<file path="config.mk">
export PLATFORM = sky130hd
export DESIGN_NAME = hwmm_div
export DESIGN_NICKNAME = d
export VERILOG_FILES = /design/src/hw/rtl/hwmm_div.sv
export SDC_FILE = /design/constraint.sdc
export NUM_CORES = 2
export LEC_CHECK = 0
export ABC_AREA = 0
export BUFFER_PORTS_ARGS = -buffer_cell sky130_fd_sc_hd__buf_2
export CORE_MARGIN = 3
export CORE_UTILIZATION = 62
export DETAILED_ROUTE_END_ITERATION = 8
export PLACE_DENSITY = 0.78
export SETUP_SLACK_MARGIN = 0.1
export SLEW_MARGIN = 20
export SYNTH_ARGS = -nofsm -noshare
export SYNTH_HDL_FRONTEND = slang
export SYNTH_SLANG_ARGS = --single-unit
</file>
<file path="constraint.sdc">
create_clock -name clk_i -period 3.3 [get_ports clk_i]
set_input_delay 0.165 -clock clk_i [delete_from_list [all_inputs] [get_ports clk_i]]
set_output_delay 0.165 -clock clk_i [all_outputs]
set_load 0.02 [all_outputs]
</file>
<file path="src/hw/rtl/hwmm_div.sv">
// ----------------------------------------------------------------------------
// hwmm_div
// Pipelined restoring divider, one quotient bit per register stage.
// The top DEN_W bits of the dividend must be below the divisor.
// ----------------------------------------------------------------------------
module hwmm_div #(
  parameter int DEN_W  = 20,
  parameter int Q_W    = 33,
  parameter int SIDE_W = 1
) (
  input  logic                   clk_i,
  input  logic                   rst_ni,
  input  logic                   vld_i,
  input  logic [DEN_W+Q_W-1:0]   num_i,
  input  logic [DEN_W-1:0]       den_i,
  input  logic [SIDE_W-1:0]      side_i,
  output logic                   vld_o,
  output logic [Q_W-1:0]         quot_o,
  output logic [SIDE_W-1:0]      side_o
);

  logic              vld_q  [Q_W];
  logic [DEN_W-1:0]  rem_q  [Q_W];
  logic [DEN_W-1:0]  den_q  [Q_W];
  logic [Q_W-1:0]    lq_q   [Q_W];   // low dividend bits shift out, quotient bits in
  logic [SIDE_W-1:0] side_q [Q_W];

  for (genvar i = 0; i < Q_W; i++) begin : g_step
    logic              vld_in;
    logic [DEN_W-1:0]  rem_in;
    logic [DEN_W-1:0]  den_in;
    logic [Q_W-1:0]    lq_in;
    logic [SIDE_W-1:0] side_in;
    logic [DEN_W:0]    rem2;
    logic [DEN_W:0]    diff;
    logic              ge;

    if (i == 0) begin : g_first
      assign vld_in  = vld_i;
      assign rem_in  = num_i[DEN_W+Q_W-1:Q_W];
      assign den_in  = den_i;
      assign lq_in   = num_i[Q_W-1:0];
      assign side_in = side_i;
    end else begin : g_next
      assign vld_in  = vld_q[i-1];
      assign rem_in  = rem_q[i-1];
      assign den_in  = den_q[i-1];
      assign lq_in   = lq_q[i-1];
      assign side_in = side_q[i-1];
    end

    assign rem2 = {rem_in, lq_in[Q_W-1]};
    assign diff = rem2 - {1'b0, den_in};
    assign ge   = rem2 >= {1'b0, den_in};

    always_ff @(posedge clk_i or negedge rst_ni) begin
      if (!rst_ni) begin
        vld_q[i] <= 1'b0;
      end else begin
        vld_q[i] <= vld_in;
      end
    end

    always_ff @(posedge clk_i) begin
      rem_q[i]  <= ge ? diff[DEN_W-1:0] : rem2[DEN_W-1:0];
      den_q[i]  <= den_in;
      lq_q[i]   <= {lq_in[Q_W-2:0], ge};
      side_q[i] <= side_in;
    end
  end

  assign vld_o  = vld_q[Q_W-1];
  assign quot_o = lq_q[Q_W-1];
  assign side_o = side_q[Q_W-1];

endmodule

</file>
==> results.json <==
{
  "synthTopCellsByCount": "2,402 x dfxtp_1, 853 x inv_1, 660 x ha_1",
  "path_clk_slew_ns": 0.07,
  "crit_fanout": 10,
  "port_buffers": 111,
  "die-height_um": 385.9,
  "track_usage": 0.2382,
  "antenna_cells": 0,
  "root_buffer": "clkbuf_16",
  "fin_area_um2": 104300,
  "vias": 59305,
  "fin_setup_tns_ns": 0,
  "worstPathRequired_ns": 4.01,
  "fmax_mhz": 316.8,
  "hpwl_mm": 126.1,
  "cts_buffers": 224,
  "final_antenna_net_count": 0,
  "routed_wl_mm": 184.6,
  "wl_per_cell_um": 16.91,
  "setup_viol": 0,
  "finalHoldViolCount": 0,
  "viasPerCell": 5.434,
  "hp-class": "input pin to register",
  "yosysTopAreaCellShare": 0.5374,
  "relSlewSlack": 0.5545,
  "ys_async_sr_fraction": 0.01355,
  "coreArea_um2": 142400,
  "synth_edf_count": 0,
  "syn_nets": 9078,
  "fin_crit_sh": 0.9566,
  "worst-slew-pin-transition_ns": 0.6589,
  "cts_tree": "done",
  "drtPass1Iterations": 6,
  "power.total_mw": 118.7,
  "grt_max_degree": 35,
  "syn2layout_area_growth_pct": 16.55,
  "drt_iter0_drc": 3409,
  "start_util": 0.6281,
  "synth_top_cell_by_area": "dfxtp_1",
  "worstPathArrival_ns": 3.86,
  "gp_congestion": 0.9045,
  "peakVddDrop_mv": 0.9595,
  "drv_slew": 0,
  "ys_seq_elements": 2435,
  "dpl_cell_area_um2": 92780,
  "clock_path_buffers": 3,
  "cts.sinks": 2435,
  "synth_ff_type": "dfxtp_1",
  "ys_seq_area_frac": 0.5466,
  "synthCells": 8309,
  "syn-cell-area_um2": 89480,
  "grt_pass1_wl_mm": 292.0,
  "antenna_found_initial": 1,
  "clkLatencyLatePin_ns": 0.86,
  "htree_num_levels": 4,
  "die_w_um": 385.9,
  "critPathBufInv": 3,
  "critPathMaxStageDelay_ns": 0.38,
  "dieArea_um2": 148900,
  "critical_path_class": "register to register",
  "hold-worst-slack_ns": 0.1149,
  "rows": 138,
  "io_pins": 112,
  "power_density_nw_per_um2": 1138,
  "overflow": 0,
  "cp_top_family": "compound AO/OA/AOI/OAI gates",
  "cap_violations": 0,
  "synth_area_per_cell_um2": 10.77,
  "min_period_ns": 3.157,
  "yosys_warnings": 0,
  "netlist_top_cells_area": "dfxtp_1 54%, ha_1 9.2%, mux2_2 4.7%, inv_1 3.6%, xnor2_1 3.3%",
  "cellLeakagePower_nw": 47.00,
  "crit_path_start_kind": "register",
  "cpMaxStageDelayCell": "or3_4",
  "layout-drive-gt1-share": 0.1420,
  "crit_top_cell": "a21oi_2",
  "yosys.cell_count.top_type": "dfxtp_1",
  "yosysUniqueCellTypes": 94,
  "rsz0062_at_grt": "true",
  "end_kind": "register",
  "drc": 0,
  "final_nets": 9596,
  "run_status": "finished, final reports clean",
  "skew_ns": 0.07029,
  "grt_pass1_vias": 59446,
  "path_cells": "inv_1 -> ha_4 -> a21oi_2 -> o21ai_2 -> or3_4 -> o22ai_4 -> o22ai_2 -> a221oi_2 -> a21oi_2 -> nor4_4 -> buf_6 -> clkbuf_16 -> mux2_2"
}
## timing repair
action | CTS | global route
pin swaps | 4 | 67
endpoints found under the hold margin | 108 | 0
endpoints found under the setup margin | 53 | 375
buffers inserted | 9 | 51
hold buffers | 134 | 0
gates cloned | 3 | 20
gates resized for setup | 5 | 217
## worst min-delay path, stage by stage
cell and delay (ns):
dlygate4sd3_1 0.52, buf_2 0.12, mux2_2 0.14
## stage by stage
step / worst slack, ns / utilization / cells
floorplan: 0.3665 / - / 8309
global placement: 0.1738 / 0.6513 / 10274
detailed placement: 0.05116 / 0.6513 / 10274
CTS: 0.1054 / 0.7186 / 10842
global route: 0.04033 / 0.7321 / 10913
finish: 0.1431 / 0.7321 / 10913
## metal layers
layer | share of wire | global-route usage | vias up
met4 | 0.028 | 0.07573 | 0
met5 | 0 | 0 | -
met3 | 0.041 | 0.03435 | 385
met1 | 0.43 | 0.2912 | 28079
met2 | 0.50 | 0.4303 | 1299
li1 | - | - | 29542
## area by class of cell
class	instances	area (um2)
clock buffers	298	6284
clock inverters	124	1765
inverters	853	3202
repair buffers	408	3834
flip-flops and latches	2435	48950
fillers	9631	38170
multi-input cells	4905	37880
well taps	1890	2365
## worst paths after layout
check	slack [ns]	startpoint	endpoint	cells past startpoint
min reg2reg	0.26	lq_q[14][21]	lq_q[15][22]	0
min in group asynchronous	0.33	rst_ni	g_step[1].vld_in	4
max reg2reg	0.14	den_q[0][566]	rem_q[0][598]	13
min	0.11	num_i[47]	rem_q[0][15]	3
max	0.14	den_q[0][566]	rem_q[0][598]	13
max in group asynchronous	2.78	rst_ni	g_step[26].vld_in	4
## flip-flops by register name (all words and copies together), names as in the netlist
name / flops
lq_q: 1089
den_q: 640
g_step.vld_in: 32
vld_o: 1
side_q: 33
rem_q: 640
## power breakdown
group / leakage [nW] / total [mW] / internal, mW / switching (mW)
sequential: 20.6 / 42.1 / 37.8 / 4.24
clock: 3.92 / 27.1 / 15.8 / 11.4
combinational: 22.5 / 49.5 / 24.3 / 25.2
## cell usage in the layout (no fill, tap or decap), types with 95 or more instances in the layout
master	count
a21oi_1	472
a21o_1	194
nand2_1	357
mux2_2	375
xnor2_1	336
o21ai_0	350
buf_4	110
clkbuf_16	242
o21a_1	95
dfxtp_1	2377
nor3_1	116
buf_2	111
xor2_1	128
dlygate4sd3_1	133
nor2_1	511
nand3_1	131
ha_1	629
inv_1	850
## logic make-up after synthesis
| kind of cell | share of synthesized area |
|---|---|
| compound gates | 0.1204 |
| flops | 0.5466 |
| buf+inv | 0.04289 |
| simple gates | 0.08924 |
| fa+ha+maj | 0.09945 |
| xor+xnor | 0.04542 |
| mux | 0.05596 |
Power figures use the tool's default switching activity.
